## src/design/pixel_window_palette_ypbpr_defines.svh

```systemverilog
// Assertion macros shared by the pixel window palette block.
`ifndef PIXEL_WINDOW_PALETTE_YPBPR_DEFINES_SVH
`define PIXEL_WINDOW_PALETTE_YPBPR_DEFINES_SVH

// Same-cycle implication, checked outside reset.
`define PWP_ASSERT_IMPLIES(lbl, clk, rst_n, ante, cons, msg) \
    lbl: assert property (@(posedge clk) disable iff (!(rst_n)) (ante) |-> (cons)) \
        else $error(msg);

// Next-cycle implication, checked outside reset.
`define PWP_ASSERT_NEXT(lbl, clk, rst_n, ante, cons, msg) \
    lbl: assert property (@(posedge clk) disable iff (!(rst_n)) (ante) |=> (cons)) \
        else $error(msg);

`endif

```

## src/design/pwp_pkg.sv

```systemverilog
// Shared types, constants and functions of the pixel window palette block.
`default_nettype none

package pwp_pkg;

    localparam int COORD_W  = 9;
    localparam int SKIP_W   = 8;
    localparam int FRAME_W  = 32;
    localparam int CI_W     = 4;
    localparam int BRIGHT_W = 16;
    localparam int SAT_W    = 17;
    localparam int CFG_W    = 17;
    localparam int CFG_IDX_W = 3;
    localparam int CHAN_W   = 8;

    // Palette entry widths: Y is unsigned Q14 up to 1.0, Pb/Pr signed Q14.
    localparam int PAL_Y_W = 15;
    localparam int PAL_C_W = 16;

    // Datapath widths.
    localparam int PROD_W  = SAT_W + PAL_C_W;       // sat * chroma
    localparam int UV_W    = PROD_W + 1;            // sum of two products
    localparam int LUMA_W  = BRIGHT_W + PAL_Y_W;    // brightness * Y
    localparam int COEF_W  = 18;
    localparam int CPROD_W = UV_W + COEF_W - 1;     // coefficient * chroma
    localparam int SUM_W   = 52;                    // channel sum, Q45
    localparam int LUMA_SH = 17;

    // Conversion coefficients, Q16.
    localparam logic signed [COEF_W-1:0] COEF_RV = 18'sd91881;
    localparam logic signed [COEF_W-1:0] COEF_GU = 18'sd28488;
    localparam logic signed [COEF_W-1:0] COEF_GV = 18'sd46802;
    localparam logic signed [COEF_W-1:0] COEF_BU = 18'sd116130;

    localparam int QUEUE_DEPTH = 2;
    localparam int QUEUE_AW    = $clog2(QUEUE_DEPTH);
    localparam int QUEUE_CW    = $clog2(QUEUE_DEPTH + 1);

    localparam logic MODE_PIXEL     = 1'b0;
    localparam logic MODE_FRAME_END = 1'b1;

    typedef enum logic [CFG_IDX_W-1:0] {
        CFG_WINDOW_X   = 3'd0,
        CFG_WINDOW_Y   = 3'd1,
        CFG_WINDOW_W   = 3'd2,
        CFG_WINDOW_H   = 3'd3,
        CFG_FRAME_SKIP = 3'd4,
        CFG_BRIGHTNESS = 3'd5,
        CFG_SAT_COS    = 3'd6,
        CFG_SAT_SIN    = 3'd7
    } t_cfg_idx;

    typedef struct packed {
        logic [COORD_W-1:0]         window_x;
        logic [COORD_W-1:0]         window_y;
        logic [COORD_W-1:0]         window_w;
        logic [COORD_W-1:0]         window_h;
        logic [SKIP_W-1:0]          frame_skip;
        logic [BRIGHT_W-1:0]        brightness;
        logic signed [SAT_W-1:0]    sat_cos;
        logic signed [SAT_W-1:0]    sat_sin;
    } t_cfg;

    // One classified transaction handed from front to back.
    typedef struct packed {
        logic                 is_frame_end;
        logic [COORD_W-1:0]   row;
        logic [COORD_W-1:0]   col;
        logic [CI_W-1:0]      color_index;
        logic [FRAME_W-1:0]   frame_number;
    } t_job;

    typedef struct packed {
        logic [PAL_Y_W-1:0]         y;
        logic signed [PAL_C_W-1:0]  pb;
        logic signed [PAL_C_W-1:0]  pr;
    } t_pal;

    function automatic t_pal pal_lookup(input logic [CI_W-1:0] ci);
        t_pal p;
        case (ci)
            4'd0:    p = '{15'd0,     16'sd0,      16'sd0};
            4'd1:    p = '{15'd16384, 16'sd0,      16'sd0};
            4'd2:    p = '{15'd4096,  -16'sd6270,  16'sd15137};
            4'd3:    p = '{15'd12288, 16'sd6270,   -16'sd15137};
            4'd4:    p = '{15'd8192,  16'sd11585,  16'sd11585};
            4'd5:    p = '{15'd8192,  -16'sd11585, -16'sd11585};
            4'd6:    p = '{15'd4096,  16'sd16384,  16'sd0};
            4'd7:    p = '{15'd12288, -16'sd16384, 16'sd0};
            4'd8:    p = '{15'd8192,  -16'sd11585, 16'sd11585};
            4'd9:    p = '{15'd12288, -16'sd11585, 16'sd11585};
            4'd10:   p = '{15'd8192,  -16'sd6270,  16'sd15137};
            4'd11:   p = '{15'd16384, 16'sd6270,   -16'sd15137};
            4'd12:   p = '{15'd12288, 16'sd11585,  16'sd11585};
            4'd13:   p = '{15'd12288, -16'sd11585, -16'sd11585};
            4'd14:   p = '{15'd8192,  16'sd16384,  16'sd0};
            4'd15:   p = '{15'd16384, -16'sd16384, 16'sd0};
            default: p = '{15'd0,     16'sd0,      16'sd0};
        endcase
        return p;
    endfunction

    // Q45 channel to 8 bits: negative gives 0, 1.0 or more gives 255.
    function automatic logic [CHAN_W-1:0] to_channel(input logic signed [SUM_W-1:0] t);
        logic [CHAN_W-1:0] c;
        if (t[SUM_W-1]) begin
            c = '0;
        end else if (|t[SUM_W-2:45]) begin
            c = '1;
        end else begin
            c = t[44:37];
        end
        return c;
    endfunction

endpackage

`default_nettype wire

```

## src/design/pwp_queue.sv

```systemverilog
// Two-entry queue decoupling the front end from the color pipeline.
`default_nettype none

module pwp_queue (
    input  wire logic           i_clk,
    input  wire logic           i_rst_n,
    input  wire logic           i_push,
    input  wire pwp_pkg::t_job  i_job,
    output logic                o_full,
    output logic                o_valid,
    input  wire logic           i_pop,
    output pwp_pkg::t_job       o_job
);

    pwp_pkg::t_job                  r_mem [pwp_pkg::QUEUE_DEPTH];
    logic [pwp_pkg::QUEUE_AW-1:0]   r_wr, n_wr;
    logic [pwp_pkg::QUEUE_AW-1:0]   r_rd, n_rd;
    logic [pwp_pkg::QUEUE_CW-1:0]   r_count, n_count;
    logic                           do_push;
    logic                           do_pop;

    assign o_full  = (r_count == pwp_pkg::QUEUE_CW'(pwp_pkg::QUEUE_DEPTH));
    assign o_valid = (r_count != '0);
    assign o_job   = r_mem[r_rd];
    assign do_push = i_push && !o_full;
    assign do_pop  = i_pop && o_valid;

    always_comb begin
        n_wr    = r_wr;
        n_rd    = r_rd;
        n_count = r_count;
        if (do_push) begin
            n_wr = (r_wr == pwp_pkg::QUEUE_AW'(pwp_pkg::QUEUE_DEPTH - 1)) ? '0 : r_wr + 1'b1;
        end
        if (do_pop) begin
            n_rd = (r_rd == pwp_pkg::QUEUE_AW'(pwp_pkg::QUEUE_DEPTH - 1)) ? '0 : r_rd + 1'b1;
        end
        case ({do_push, do_pop})
            2'b10:   n_count = r_count + 1'b1;
            2'b01:   n_count = r_count - 1'b1;
            default: n_count = r_count;
        endcase
    end

    always_ff @(posedge i_clk) begin
        if (do_push) begin
            r_mem[r_wr] <= i_job;
        end
    end

    always_ff @(posedge i_clk) begin
        if (!i_rst_n) begin
            r_wr    <= '0;
            r_rd    <= '0;
            r_count <= '0;
        end else begin
            r_wr    <= n_wr;
            r_rd    <= n_rd;
            r_count <= n_count;
        end
    end

endmodule

`default_nettype wire

```

## config.mk

```make
export PLATFORM = sky130hd
export DESIGN_NAME = pwp_queue
export DESIGN_NICKNAME = d
export VERILOG_FILES = /design/src/design/pixel_window_palette_ypbpr_defines.svh /design/src/design/pwp_pkg.sv /design/src/design/pwp_queue.sv
export SDC_FILE = /design/constraint.sdc
export NUM_CORES = 1
export LEC_CHECK = 0
export BUFFER_PORTS_ARGS = -buffer_cell sky130_fd_sc_hd__buf_2
export CAP_MARGIN = 10
export CELL_PAD_IN_SITES_DETAIL_PLACEMENT = 0
export CELL_PAD_IN_SITES_GLOBAL_PLACEMENT = 1
export CORE_MARGIN = 1.5
export CORE_UTILIZATION = 35
export DETAILED_ROUTE_END_ITERATION = 8
export GPL_TIMING_DRIVEN = 0
export PLACE_DENSITY = 0.66
export SYNTH_ARGS = -nofsm -noshare
export SYNTH_HDL_FRONTEND = slang
export SYNTH_SLANG_ARGS = --single-unit
```

## constraint.sdc

```tcl
create_clock -name i_clk -period 2.3 [get_ports i_clk]
set_input_delay 0.23 -clock i_clk [delete_from_list [all_inputs] [get_ports i_clk]]
set_output_delay 0.23 -clock i_clk [all_outputs]
set_load 0.01 [all_outputs]
```

* After elaboration in Yosys (flattened, before gate mapping)
Memories as Yosys holds them, arrays and structs flattened. A register that Yosys moved wholly into a read port is not among the register bits.
Index checks and enable logic that the tools add are counted.
** Storage, ports and cells
- Bits in writable memories :: 110
- Flip-flop bits (word level) :: 4
- Input port bits :: 59
- Output and inout bits :: 57
- Logic and storage cells :: 23
- Memories kept :: 1
** Cells by class
- Add/sub/neg operators :: 4
- Equal/unequal tests :: 3
- Multiplexer cells :: 7
- Reductions and logical operators :: 5
** Memories
- r_mem :: depth 2, bits a word 55, rd ports 1, clocked after Yosys merged registers in 1, write ports 1, RTL line pwp_queue.sv:15 : pwp_pkg::t_job r_mem [pwp_pkg::QUEUE_DEPTH];
** Operator list (count)
- $mux 1 :: 6
- $eq 2x2->1 const B :: 2
- $pmux 2 s2 :: 1
- $reduce_bool 2->1 :: 2
- $add 1x1->1 const B :: 2
- $add 2x1->2 const B :: 1
- $eq 2x1->1 const B :: 1
- $logic_and 1x1->1 :: 2
- $sub 2x1->2 const B :: 1
- $logic_not 1->1 :: 1

* Longest topological paths before layout
- Depth in word-level cells :: 5
- Depth in mapped cells :: 6

* Least setup slack after synthesis
Ideal clock, no wire load.
- Path type :: register to register
- Start point :: register r_count[0] (netlist bit)
- End point :: memory r_mem[0][0] (netlist bit), enable pin
- Path slack :: -0.103 ns
- Data arrival time :: 1.994 ns
- Setup time :: 0.409 ns
- Cell stages (with the launch flop) :: 5
- Cell sequence :: dfxtp_1 > nand2b_2 > inv_2 > or3_1 > inv_1
** On the way
- Cells in the longest elaborated chain, start to end :: 5
** RTL lines
- start: declaration :: RTL line pwp_queue.sv:18 : logic [pwp_pkg::QUEUE_CW-1:0] r_count, n_count;
- start signal: assignment :: RTL line pwp_queue.sv:59 : r_count <= n_count;
- $eq 2x2->1 :: RTL line pwp_queue.sv:22 : assign o_full = (r_count == pwp_pkg::QUEUE_CW'(pwp_pkg::QUEUE_DEPTH));
- named net o_full :: RTL line pwp_queue.sv:9 : output logic o_full,
- $logic_not 1->1 :: RTL line pwp_queue.sv:25 : assign do_push = i_push && !o_full;
- $logic_and 1x1->1 :: RTL line pwp_queue.sv:25
- $mux 1 :: RTL line pwp_queue.sv:46 : if (do_push) begin
- $mux 1 (not written as such) :: RTL line pwp_queue.sv:47 : r_mem[r_wr] <= i_job;
- end: declaration :: RTL line pwp_queue.sv:15
The timed path passes the listed nets, and every way through them passes these cells.

* Worst setup path in the final report
- Start point :: register r_count[0] (netlist bit)
- End point :: memory r_mem[0][4] (netlist bit), enable pin
** On the way
- Cells in the longest elaborated chain, start to end :: 5
** RTL lines (RTL line)
- $eq 2x2->1 :: pwp_queue.sv:22
- $logic_not 1->1 :: pwp_queue.sv:25
- $logic_and 1x1->1 :: pwp_queue.sv:25
- $mux 1 :: pwp_queue.sv:46
- $mux 1 (not written as such) :: pwp_queue.sv:47
Every way passes these cells.

==> impl_metrics.ini <==
[status]
status = finished with violations
failed_checks = design-rule violations

[die]
die_h_um = 112
pin_count = 116
die_w_um = 112
die_area_um2 = 12600
start_util_pct = 36.2
coreArea_um2 = 11600
num_rows = 39

[placed_design]
gp_congestion = 0.647
pre_cts_ws_ps = 244
hpwl_mm = 4.66
port_buffers = 115

[critical_path]
crit_path_max_fanout = 33
required_ps = 2400
path_buf_inv = 3
crit_chain = nand2b_2, inv_2, or3_1, clkinvlp_4, buf_12
worstSetupEndpointType = register
critical_path_class = reg2reg
crit_path_start_kind = register
reg2reg_setup_slack_ps = 280
cpPeakStageDelay_ps = 420
arrival_ps = 2120
cp_top_family = buffers and inverters
crit_slowest_cell = clkinvlp_4

[grt]
grt_usage_pct = 12.7
grt-ovfl-total = 0
antenna_found_initial = 0
grt_pass1_wl_mm = 11.8
grt_pass1_vias = 2557
grt_max_degree = 34

[synthesis]
synthMuxAreaShare_pct = 14.8
synth_top_area_share_pct = 78.8
synth_area_leader_cell = edfxtp_1
synth_top_family_by_area = multiplexers
synthAdderAreaFrac_pct = 0.299
syn_inst = 197
yosysUniqueCellTypes = 18
synth-seq-cells = 115
synthXorXnorAreaFrac_pct = 0.627
syn_nets = 257
netlist_area_um2 = 4190
synth_compound_area_share_pct = 0.776
synth.area.top_cells = edfxtp_1 79%, mux2_2 15%, dfxtp_1 2.4%
seq_area_frac_synth_pct = 81.2
synth_warnings = 0
synth_simple_gate_area_share_pct = 1.34
syn_avg_cell_area_um2 = 21.3

[timing]
fin_ws_ps = 280
rsz0062_at_grt = no
slew_headroom_pct = 59.7
fmax_mhz = 495
finalSetupViolCount = 0
finalCriticalPeriod_ps = 2020
fin_worst_skew_ps = 6.72
final_hold_viol_count = 0
tightest_slew_ps = 604
period_share_pct = 87.8
slew_viol_final = 0

[clock_network]
cts_tree = done
clk_pin_slew_ps = 50
cts_made_buffers = 17
cts_buffer_depth = 2
cts_root_buffer = clkbuf_16
worst_skew_pair.late_latency_ps = 410
cts.htree.levels = 4
clock-sinks = 115

[route]
via_per_inst = 4.53
route.vias.total = 2400
wl_mm = 7.66
drc = 8
first_iter_violations = 119
drtPass1Iterations = 7
wl_per_cell_um = 14.5
ant_nets = 0

[pwr]
power.density_nw_per_um2 = 1110
total_power_mw = 6.59
p_leak_nw = 2.26
irDropWorstVdd_v = 0.000625

[final_layout]
drive_above_1_share_pct = 52.7
final_nets = 435
fillers = 991
area_growth_pct = 41.2
diodes = 0

[flow_run]
cap_violations = 0

[min_path]
hold_path_class = in2reg
[worst paths after layout]
path / start / depth (start not counted) / end
worst min-delay path: i_job[39] / 1 / r_mem[1][39]
worst max-delay path: r_count[0] / 5 / r_mem[0][4]
worst max register to register: r_count[0] / 5 / r_mem[0][4]
worst min register to register: r_wr / 2 / r_wr
[logic make-up after synthesis]
kind of cell	Yosys count
DFF	115
muxes	55
buffers and inverters	9
and+or+nand+nor	9
AOI/OAI and AO/OA	5
xor gates and xnor gates	3
adders and majority gates	1
[layout make-up]
cell class / count / area (um^2) / area share [%]
plain buffers: 6 / 30.0 / 0.507
multi-input cells: 73 / 748 / 12.6
clock inverters: 10 / 67.6 / 1.14
repair buffers: 159 / 1040 / 17.5
inverters: 3 / 15.0 / 0.254
well taps: 143 / 179 / 3.02
clock buffers: 21 / 440 / 7.44
flip-flops and latches: 115 / 3400 / 57.5
[cells in the final DEF, fill, tap and decap left out, types with 2 or more instances in the layout]
| master | n |
|---|---|
| a21boi_1 | 2 |
| buf_12 | 2 |
| buf_2 | 121 |
| clkbuf_1 | 4 |
| clkbuf_16 | 17 |
| clkinv_1 | 6 |
| clkinv_2 | 3 |
| dfxtp_1 | 5 |
| dlygate4sd3_1 | 42 |
| edfxtp_1 | 110 |
| mux2_2 | 55 |
| nor2b_1 | 2 |
| o21ai_0 | 2 |
| or3_1 | 2 |
| xnor2_1 | 3 |
[synthesized netlist by cell type]
library cell,n
edfxtp_1,110
buf_2,6
mux2_2,55
dfxtp_1,5
ha_1,1
and3_1,1
xnor2_1,3
or2_2,1
a21boi_1,2
o21a_1,1
and2_1,1
nor2b_1,2
or3_1,2
nand2_1,1
inv_1,2
inv_2,1
o21ai_0,2
nand2b_2,1
[state kept, by name, indices dropped and copies added (netlist names), named ones only]
name     cells
r_wr         1
r_count      2
r_rd         1
r_mem      110
[worst register-to-register path: cells and delay by family (launching register included)]
| kind | cells | cell delay (ps) |
|---|---|---|
| and+or+nand+nor | 2 | 530 |
| buffers and inverters | 3 | 750 |
| DFF | 1 | 400 |
[metal layers]
| metal | part of all wire (%) | up-vias | track usage, % |
|---|---|---|---|
| met5 | 0 | - | 0 |
| li1 | - | 1134 | - |
| met4 | 2.3 | 0 | 7.34 |
| met2 | 50 | 83 | 21.7 |
| met1 | 41 | 1169 | 12.6 |
| met3 | 6.7 | 14 | 5.94 |
[metrics by stage]
step | cell area [um^2] | setup TNS (ps) | hold WS, ps | cells | util [%]
global route | 5920 | 0 | 0.901 | 530 | 51.2
global placement | 4950 | -11020 | 417 | 455 | 42.8
floorplan | 4200 | 0 | 329 | 197 | -
detailed placement | 4990 | 0 | 421 | 457 | 43.2
CTS | 5890 | 0 | 0.521 | 527 | 50.9
finish | 5920 | 0 | 14.9 | 530 | 51.2
[where the power goes]
| part | internal [mW] | total [mW] | switching [mW] | leakage, nW |
|---|---|---|---|---|
| registers | 2.65 | 2.72 | 0.0741 | 1.07 |
| logic | 0.792 | 1.60 | 0.808 | 0.938 |
| clock network | 1.44 | 2.26 | 0.822 | 0.249 |
| total | 4.88 | 6.59 | 1.70 | 2.26 |
[repair_timing]
action | CTS | global route
resized for setup | 0 | 0
endpoints found under the hold margin | 76 | 6
buffers inserted | 0 | 0
hold buffers | 39 | 3
No activity file was read; power rests on OpenSTA's default activity.
