`src/design/pixel_window_palette_ypbpr_defines.svh`:
```
// Assertion macros shared by the pixel window palette block.
`ifndef PIXEL_WINDOW_PALETTE_YPBPR_DEFINES_SVH
`define PIXEL_WINDOW_PALETTE_YPBPR_DEFINES_SVH

// Same-cycle implication, checked outside reset.
`define PWP_ASSERT_IMPLIES(lbl, clk, rst_n, ante, cons, msg) \
    lbl: assert property (@(posedge clk) disable iff (!(rst_n)) (ante) |-> (cons)) \
        else $error(msg);

// Next-cycle implication, checked outside reset.
`define PWP_ASSERT_NEXT(lbl, clk, rst_n, ante, cons, msg) \
    lbl: assert property (@(posedge clk) disable iff (!(rst_n)) (ante) |=> (cons)) \
        else $error(msg);

`endif

```
`src/design/pwp_pkg.sv`:
```
// Shared types, constants and functions of the pixel window palette block.
`default_nettype none

package pwp_pkg;

    localparam int COORD_W  = 9;
    localparam int SKIP_W   = 8;
    localparam int FRAME_W  = 32;
    localparam int CI_W     = 4;
    localparam int BRIGHT_W = 16;
    localparam int SAT_W    = 17;
    localparam int CFG_W    = 17;
    localparam int CFG_IDX_W = 3;
    localparam int CHAN_W   = 8;

    // Palette entry widths: Y is unsigned Q14 up to 1.0, Pb/Pr signed Q14.
    localparam int PAL_Y_W = 15;
    localparam int PAL_C_W = 16;

    // Datapath widths.
    localparam int PROD_W  = SAT_W + PAL_C_W;       // sat * chroma
    localparam int UV_W    = PROD_W + 1;            // sum of two products
    localparam int LUMA_W  = BRIGHT_W + PAL_Y_W;    // brightness * Y
    localparam int COEF_W  = 18;
    localparam int CPROD_W = UV_W + COEF_W - 1;     // coefficient * chroma
    localparam int SUM_W   = 52;                    // channel sum, Q45
    localparam int LUMA_SH = 17;

    // Conversion coefficients, Q16.
    localparam logic signed [COEF_W-1:0] COEF_RV = 18'sd91881;
    localparam logic signed [COEF_W-1:0] COEF_GU = 18'sd28488;
    localparam logic signed [COEF_W-1:0] COEF_GV = 18'sd46802;
    localparam logic signed [COEF_W-1:0] COEF_BU = 18'sd116130;

    localparam int QUEUE_DEPTH = 2;
    localparam int QUEUE_AW    = $clog2(QUEUE_DEPTH);
    localparam int QUEUE_CW    = $clog2(QUEUE_DEPTH + 1);

    localparam logic MODE_PIXEL     = 1'b0;
    localparam logic MODE_FRAME_END = 1'b1;

    typedef enum logic [CFG_IDX_W-1:0] {
        CFG_WINDOW_X   = 3'd0,
        CFG_WINDOW_Y   = 3'd1,
        CFG_WINDOW_W   = 3'd2,
        CFG_WINDOW_H   = 3'd3,
        CFG_FRAME_SKIP = 3'd4,
        CFG_BRIGHTNESS = 3'd5,
        CFG_SAT_COS    = 3'd6,
        CFG_SAT_SIN    = 3'd7
    } t_cfg_idx;

    typedef struct packed {
        logic [COORD_W-1:0]         window_x;
        logic [COORD_W-1:0]         window_y;
        logic [COORD_W-1:0]         window_w;
        logic [COORD_W-1:0]         window_h;
        logic [SKIP_W-1:0]          frame_skip;
        logic [BRIGHT_W-1:0]        brightness;
        logic signed [SAT_W-1:0]    sat_cos;
        logic signed [SAT_W-1:0]    sat_sin;
    } t_cfg;

    // One classified transaction handed from front to back.
    typedef struct packed {
        logic                 is_frame_end;
        logic [COORD_W-1:0]   row;
        logic [COORD_W-1:0]   col;
        logic [CI_W-1:0]      color_index;
        logic [FRAME_W-1:0]   frame_number;
    } t_job;

    typedef struct packed {
        logic [PAL_Y_W-1:0]         y;
        logic signed [PAL_C_W-1:0]  pb;
        logic signed [PAL_C_W-1:0]  pr;
    } t_pal;

    function automatic t_pal pal_lookup(input logic [CI_W-1:0] ci);
        t_pal p;
        case (ci)
            4'd0:    p = '{15'd0,     16'sd0,      16'sd0};
            4'd1:    p = '{15'd16384, 16'sd0,      16'sd0};
            4'd2:    p = '{15'd4096,  -16'sd6270,  16'sd15137};
            4'd3:    p = '{15'd12288, 16'sd6270,   -16'sd15137};
            4'd4:    p = '{15'd8192,  16'sd11585,  16'sd11585};
            4'd5:    p = '{15'd8192,  -16'sd11585, -16'sd11585};
            4'd6:    p = '{15'd4096,  16'sd16384,  16'sd0};
            4'd7:    p = '{15'd12288, -16'sd16384, 16'sd0};
            4'd8:    p = '{15'd8192,  -16'sd11585, 16'sd11585};
            4'd9:    p = '{15'd12288, -16'sd11585, 16'sd11585};
            4'd10:   p = '{15'd8192,  -16'sd6270,  16'sd15137};
            4'd11:   p = '{15'd16384, 16'sd6270,   -16'sd15137};
            4'd12:   p = '{15'd12288, 16'sd11585,  16'sd11585};
            4'd13:   p = '{15'd12288, -16'sd11585, -16'sd11585};
            4'd14:   p = '{15'd8192,  16'sd16384,  16'sd0};
            4'd15:   p = '{15'd16384, -16'sd16384, 16'sd0};
            default: p = '{15'd0,     16'sd0,      16'sd0};
        endcase
        return p;
    endfunction

    // Q45 channel to 8 bits: negative gives 0, 1.0 or more gives 255.
    function automatic logic [CHAN_W-1:0] to_channel(input logic signed [SUM_W-1:0] t);
        logic [CHAN_W-1:0] c;
        if (t[SUM_W-1]) begin
            c = '0;
        end else if (|t[SUM_W-2:45]) begin
            c = '1;
        end else begin
            c = t[44:37];
        end
        return c;
    endfunction

endpackage

`default_nettype wire

```
`src/design/pwp_in_if.sv`:
```
// Input channel: pixel or frame-end transactions.
`default_nettype none

interface pwp_in_if;
    logic                          valid;
    logic                          ready;
    logic                          mode;
    logic [pwp_pkg::COORD_W-1:0]   line;
    logic [pwp_pkg::COORD_W-1:0]   column;
    logic [pwp_pkg::CI_W-1:0]      color_index;

    modport source (output valid, mode, line, column, color_index, input ready);
    modport sink   (input valid, mode, line, column, color_index, output ready);
endinterface

`default_nettype wire

```
`src/design/pwp_front.sv`:
```
// Front end: accepts transactions, applies crop window and frame skipping.
`default_nettype none

module pwp_front (
    input  wire logic           i_clk,
    input  wire logic           i_rst_n,
    input  wire pwp_pkg::t_cfg  i_cfg,
    input  wire logic           i_skip_clr,
    pwp_in_if.sink              i_in,
    input  wire logic           i_full,
    output logic                o_push,
    output pwp_pkg::t_job       o_job
);

    logic [pwp_pkg::SKIP_W-1:0]   r_skip_left, n_skip_left;
    logic [pwp_pkg::FRAME_W-1:0]  r_frame_count, n_frame_count;

    logic                          accept;
    logic [pwp_pkg::COORD_W:0]     line_end;
    logic [pwp_pkg::COORD_W-1:0]   row_off;
    logic [pwp_pkg::COORD_W-1:0]   col_off;
    logic                          in_y;
    logic                          in_x;

    assign i_in.ready = !i_full;
    assign accept     = i_in.valid && i_in.ready;

    // Window bounds without wrap: the end may pass the raster edge.
    assign line_end = {1'b0, i_cfg.window_y} + {1'b0, i_cfg.window_h};
    assign row_off  = i_in.line - i_cfg.window_y;
    assign col_off  = i_in.column - i_cfg.window_x;
    assign in_y     = (i_in.line >= i_cfg.window_y) && ({1'b0, i_in.line} < line_end);
    assign in_x     = (i_in.column >= i_cfg.window_x) && (col_off < i_cfg.window_w);

    always_comb begin
        n_skip_left   = r_skip_left;
        n_frame_count = r_frame_count;
        o_push        = 1'b0;
        o_job         = '0;
        if (accept) begin
            if (i_in.mode == pwp_pkg::MODE_FRAME_END) begin
                if (r_skip_left != '0) begin
                    // drop this frame
                    n_skip_left = r_skip_left - 1'b1;
                end else begin
                    n_skip_left        = i_cfg.frame_skip;
                    n_frame_count      = r_frame_count + 1'b1;
                    o_push             = 1'b1;
                    o_job.is_frame_end = 1'b1;
                    o_job.frame_number = r_frame_count + 1'b1;
                end
            end else if (r_skip_left == '0 && in_y && in_x) begin
                o_push             = 1'b1;
                o_job.row          = row_off;
                o_job.col          = col_off;
                o_job.color_index  = i_in.color_index;
                o_job.frame_number = r_frame_count;
            end
        end
        if (i_skip_clr) begin
            n_skip_left = '0;
        end
    end

    always_ff @(posedge i_clk) begin
        if (!i_rst_n) begin
            r_skip_left   <= '0;
            r_frame_count <= '0;
        end else begin
            r_skip_left   <= n_skip_left;
            r_frame_count <= n_frame_count;
        end
    end

endmodule

`default_nettype wire

```
`src/flat_wrapper.sv`:
```
// flat-port wrapper written by rule: the top's interface ports become plain ports
module pwp_front_flat 
  (i_clk, i_rst_n, i_cfg, i_skip_clr, i_full, o_push, o_job, i_in_valid, i_in_mode, i_in_line, i_in_column, i_in_color_index, i_in_ready);
  pwp_in_if i_in_i ();
  input  wire logic i_clk;
  input  wire logic i_rst_n;
  input  wire pwp_pkg::t_cfg i_cfg;
  input  wire logic i_skip_clr;
  input  wire logic i_full;
  output logic o_push;
  output pwp_pkg::t_job o_job;
  input wire logic [$bits(i_in_i.valid)-1:0] i_in_valid;
  input wire logic [$bits(i_in_i.mode)-1:0] i_in_mode;
  input wire logic [$bits(i_in_i.line)-1:0] i_in_line;
  input wire logic [$bits(i_in_i.column)-1:0] i_in_column;
  input wire logic [$bits(i_in_i.color_index)-1:0] i_in_color_index;
  output wire logic [$bits(i_in_i.ready)-1:0] i_in_ready;
  assign i_in_i.valid = i_in_valid;
  assign i_in_i.mode = i_in_mode;
  assign i_in_i.line = i_in_line;
  assign i_in_i.column = i_in_column;
  assign i_in_i.color_index = i_in_color_index;
  assign i_in_ready = i_in_i.ready;
  pwp_front u_core (.i_clk(i_clk), .i_rst_n(i_rst_n), .i_cfg(i_cfg), .i_skip_clr(i_skip_clr), .i_in(i_in_i), .i_full(i_full), .o_push(o_push), .o_job(o_job));
endmodule
```
`config.mk`:
```
export PLATFORM = sky130hd
export DESIGN_NAME = pwp_front_flat
export DESIGN_NICKNAME = d
export VERILOG_FILES = /design/src/design/pixel_window_palette_ypbpr_defines.svh /design/src/design/pwp_pkg.sv /design/src/design/pwp_in_if.sv /design/src/design/pwp_front.sv /design/src/flat_wrapper.sv
export SDC_FILE = /design/constraint.sdc
export NUM_CORES = 1
export LEC_CHECK = 0
export ABC_AREA = 1
export BUFFER_PORTS_ARGS = -buffer_cell sky130_fd_sc_hd__clkbuf_2
export CAP_MARGIN = 15
export CORE_UTILIZATION = 52
export CTS_CLUSTER_SIZE = 25
export DETAILED_ROUTE_END_ITERATION = 8
export HOLD_SLACK_MARGIN = 0.02
export PLACE_DENSITY = 0.89
export SETUP_SLACK_MARGIN = 0.02
export SYNTH_ARGS = -nofsm -noshare
export SYNTH_HDL_FRONTEND = slang
export SYNTH_SLANG_ARGS = --single-unit
```
`constraint.sdc`:
```
create_clock -name i_clk -period 5.85 [get_ports i_clk]
set_clock_uncertainty 0.15 [all_clocks]
set_input_delay 1.17 -clock i_clk [delete_from_list [all_inputs] [get_ports i_clk]]
set_output_delay 1.17 -clock i_clk [all_outputs]
set_load 0.01 [all_outputs]
```
; Yosys cells after proc, flatten, opt, wreduce, memory -nomap -nowiden
; Index checks and enable logic that the tools add are counted.
[word_totals]
out_inout_bits = 57
wordCells = 35
register_bits = 40
[op_classes]
bitwise_logic = 2
n_lt_le_gt_ge = 4
addsub = 5
reduce_logical = 11
n_mux = 11
[ops]
columns = op, n
row1 = $mux 32, 2
row2 = $mux 55, 1
row3 = $mux 54, 1
row4 = $add 32x1->32 const B, 1
row5 = $mux 22, 1
row6 = $ge 9x9->1, 2
row7 = $sub 9x9->9, 2
row8 = $add 9x9->10, 1
row9 = $lt 9x10->1, 1
row10 = $lt 9x9->1, 1
row11 = $logic_not 8->1, 1
row12 = $mux 8, 1
row13 = $reduce_bool 8->1, 1
row14 = $sub 8x1->8 const B, 1
row15 = $logic_and 1x1->1, 5
row16 = $mux 1, 5
row17 = $reduce_and 3->1, 1
row18 = $not 1->1, 2
row19 = $reduce_and 2->1, 1
row20 = $reduce_or 2->1, 1
row21 = $logic_not 1->1, 1

; Depth between registers and ports, before layout
[depth]
word_depth = 8
ltp_mapped = 23

; Worst setup path before layout
; Ideal clock, no wire load.
[synth_timing]
path_type = input to output
start = input port i_in_column[0]
end = output port o_job[34] (netlist bit)
path_stages = 22
setup_slack_ns = 0.671
path_buffers = 1
arrival_ns = 3.859
path_cell_list = inv_1 ha_1 inv_1 fa_1 nand3_1 nand2_1 a21oi_1 nand2_1 xor2_1 inv_1 ha_1 a21oi_1 o21a_1 nand2_1 nor2_1 nand2_1 inv_1 nand4_1 nor2_1 inv_2 buf_2 nor2_1
[synth_rtl]
columns = element, line_no
row1 = start: declaration, flat_wrapper.sv:15  ; input wire logic [$bits(i_in_i.column)-1:0] i_in_column;
row2 = end: declaration, flat_wrapper.sv:11  ; output pwp_pkg::t_job o_job;

==> metrics.md <==
| Metric | Value |
|---|---|
| Sequential cell area fraction in the yosys report | 16.1% |
| Bufs on Longest Clock Path | 2 |
| Syn nets | between 1,000 and 1,500 |
| Sequential cell area | 801 um2 |
| Launching element type of the critical path | primary input |
| Cell area after layout | 6060 um2 |
| Highest net fanout along the worst path | 6 |
| Starting density of the core | 53.7% |
| Cell count after synthesis | between 800 and 900 |
| Detailed Routing Iterations Pass 1 | 6 |
| Flip-flop and latch count after synthesis | 40 |
| Slew @ Worst Pin | about 960 ps |
| Post-Place Cells | around 1,100 |
| Core box area | 9280 um2 |
| P&R area growth vs syn | 21.6% |
| Synth cell types | between 40 and 50 |
| Maximum resistive drop on vdd | 0.102 mV |
| Wire length after detailed routing | 14.2 mm |
| Die Width | 99.9 um |
| Most instantiated flip-flop cell in the synthesis netlist | dfxtp_1 |
| Boundary pin count | between 150 and 200 |
| Quantity of hold-fixing buffers added after cts | 0 |
| Number of non-filler instances in the completed layout | 1,131 |
| Logic depth of the worst setup path including buffers | 25 |
| Number of nets in the layout | 1,171 |
| Status | finished clean |
| Clock Latency Late Sink | 300 ps |
| Total via count in the routed design | 5,906 |
| Number of nets still failing antenna checks after routing | 0 |
| Leak Pwr | around 3 nW |
| Total of buffers placed on input and output ports | 128 |
| Wire length of the first global-routing pass | 22.5 mm |
| Final weighted congestion in routability-driven placement | 1.02 |
| Achievable clock frequency | roughly 0.17 GHz |
| # setup viols final | 0 |
| Most Frequent Cell on Critical Path | nand2_1 |
| Count of max-cap constraint violations | 0 |
| Shortest period the worst path allows | between 5000 and 6000 ps |
| Number of CTS-inserted buffers | 5 |
| Placed Area | 5710 um2 |
| TritonCTS clock tree | yes |
| Worst hold path startpoint | u_core.r_skip_left[5]$_SDFFE_PP0P_ |
| Share of flip-flops with an asynchronous set or reset after synthesis | 0% |
| Iteration-0 DRC count of the detailed router | 475 |
| Count of final max-slew check failures | 0 |
| Worst reg2reg startpoint | u_core.r_skip_left[0]$_SDFFE_PP0P_ |
| Req. time, crit path | ~4500 ps |
| Total area of multi-input combinational cells | 3570 um2 |
| Clock tree root driver cell | clkbuf_8 |
| Total number of H-tree levels | 2 |
| Post-detail-place hpwl | about 10 mm |
| Final hold violation count | 0 |
| GRT Util Overall | 27.2% |
| Synth Cell Area | 4990 um2 |
| Instance count along the most critical hold path | 2 |
| Signal arrival time at the worst endpoint | between 4000 and 5000 ps |
| Number of synthesized flops with an enable pin | 0 |
| Die height | 99.9 um |
| Total grt overflow | 0 |
| R2R cell count | 10 |
| Slowest cell on crit path | fa_2 |
| Delay of the slowest critical-path stage | about 400 ps |
| Worst min-delay path category | reg -> reg |
| DRC violations left | 0 |
| Detail-routed via count per cell | 5.22 |
| Number of inserted filler cells in the final layout | just under 900 |
| Worst path bufs/invs | 8 |
| Maximum number of pins on one net before global-route repair | 35 |
| Destination of the worst hold path | u_core.r_skip_left[5]$_SDFFE_PP0P_ |
| Capturing point of the worst reg2reg path | u_core.r_frame_count[5]$_SDFFE_PN0P_ |
| Yosys synthesis warning count | 0 |
| Final period util | 98.1% |
| Area enclosed by the die boundary | approximately 10000 um2 |
| Headroom to the max-slew limit | 35.5% |
| CP top delay family | simple AND/OR/NAND/NOR gates |
| R2R setup slack | 3110 ps |
| Crit. End Element | output pin |
| Number of clock sinks | 40 |
| Clock transition time at the flip-flop clock pins of the worst setup and hold paths | 80 ps |
| # diodes | 0 |
| Mean instance size in the synthesized netlist | 5.71 um2 |
| Vias in the first global route | 5,151 |
| Number of rows in the core area | 35 |
| Routed WL per cell | 12.6 um |
| Pwr dens | ~140 nW/um2 |
| Share of post-route cells with drive strength above 1 | 19.1% |
| WS Path Type | in -> out |
| Antenna violations before repair | 0 |
==> registers in the layout, summed over array words and instances, names as in the netlist <==
register / cells
u_core.r_frame_count: 32
u_core.r_skip_left: 8
==> routing by layer <==
layer | GRT usage, % | share of wire [%] | routed length, um
met5 | 0 | 0 | 0
met4 | 5.54 | 1.5 | 214
met3 | 3.55 | 8.1 | 1150
met2 | 45.4 | 45 | 6470
met1 | 37.4 | 45 | 6390
==> cell usage in the layout (no fill, tap or decap), drive strengths merged <==
cell type / synthesis / final
o21ai: 35 / 35
o221ai: 1 / 1
a21oi: 62 / 62
nand2: 174 / 174
nand3: 54 / 54
clkinv: 1 / 2
o2111ai: 1 / 1
fa: 3 / 3
xor2: 30 / 30
o211ai: 5 / 5
dfxtp: 40 / 40
a21boi: 1 / 1
nor3b: 1 / 1
clkbuf: 11 / 122
o21a: 1 / 1
inv: 159 / 160
ha: 45 / 45
o21bai: 4 / 4
a21o: 4 / 4
clkinvlp: 0 / 1
o31ai: 1 / 1
nor2: 170 / 170
xnor2: 4 / 4
or2: 7 / 7
and2: 1 / 1
a31oi: 2 / 2
a22oi: 2 / 2
nor4: 7 / 7
buf: 12 / 27
nor3: 24 / 24
and3: 1 / 1
nand4: 10 / 10
==> stage by stage <==
step / setup slack, ps / util (%) / hold slack, ps / power (mW) / TNS (ps)
6_report: 113 / 65.3 / 347 / 0.830 / 0
5_1_grt: -41.6 / 65.3 / 377 / 0.889 / -796
4_1_cts: 51.9 / 62.5 / 344 / 0.791 / 0
3_5_place_dp: 11.3 / 61.5 / 327 / 0.592 / 0
3_3_place_gp: 92.6 / 61.5 / 318 / 0.586 / 0
2_1_floorplan: 671 / - / 307 / 0.506 / 0
==> worst register-to-register path, delay by kind of cell, from the launching register on <==
family	cells	cell delay, ps
flip-flops	1	320
AND/OR/NAND/NOR	5	1310
AO/OA/AOI/OAI	1	110
buffers and inverters	3	500
adder cells (fa/ha/maj)	1	260
==> Yosys cell counts, types with 3 or more instances <==
cell	count	share of area, %
inv_1	153	12
a21oi_1	62	6.2
inv_2	6	0.45
nor2_1	167	13
o21bai_1	4	0.60
nor3_1	21	2.1
dfxtp_1	40	16
fa_1	3	1.2
xnor2_1	4	0.70
buf_2	9	0.90
o21ai_0	35	3.5
or2_2	6	0.75
nand4_1	10	1.3
nand2_1	173	13
ha_1	45	11
o211ai_1	5	0.75
xor2_1	30	5.3
a21o_1	4	0.60
nand3_1	52	5.2
nor4_1	7	0.88
clkbuf_1	11	0.83
==> how the worst max path moves through the flow <==
stage                               from   endpoint  slack [ps]
after global placement    i_in_column[0]  o_job[44]          90
after detailed placement       i_cfg[76]  o_job[43]          10
after global routing      i_in_column[0]   o_job[0]         -40
after CTS                 i_in_column[0]  o_job[43]          50
final                     i_in_column[0]   o_job[0]         110
after floorplan           i_in_column[0]  o_job[34]         670
==> layout make-up <==
type	count	share of cell area [%]
clock buffers	7	1.42
clock inverters	1	0.124
inverters	160	9.99
multi-input cells	650	58.8
flip-flops and latches	40	13.2
well taps	129	2.66
repair buffers	142	13.5
repair inverters	2	0.289
==> power by group <==
group          leakage (nW)  total [mW]  internal (mW)  switching, mW
Sequential            0.323       0.280          0.276        0.00476
Combinational          2.66       0.345          0.142          0.203
Clock                0.0445       0.204         0.0961          0.108
==> kinds of logic (layout without fill, tap and decap cells) <==
group / after synthesis / after routing / share of synthesized area, %
AND/OR/NAND/NOR: 449 / 449 / 38.3
buffers and inverters: 183 / 312 / 14.1
AO/OA/AOI/OAI: 119 / 119 / 13.0
adder cells (fa/ha/maj): 48 / 48 / 12.5
flip-flops: 40 / 40 / 16.1
XOR/XNOR: 34 / 34 / 5.97
==> timing repair <==
| item | in CTS | in global routing |
|---|---|---|
| gates resized for setup | 1 | 45 |
| endpoints found under the setup margin | 11 | 27 |
| setup buffers | 0 | 10 |
| pin swaps | 0 | 14 |
| cloned | 0 | 4 |
No activity file was read; power rests on OpenSTA's default activity.
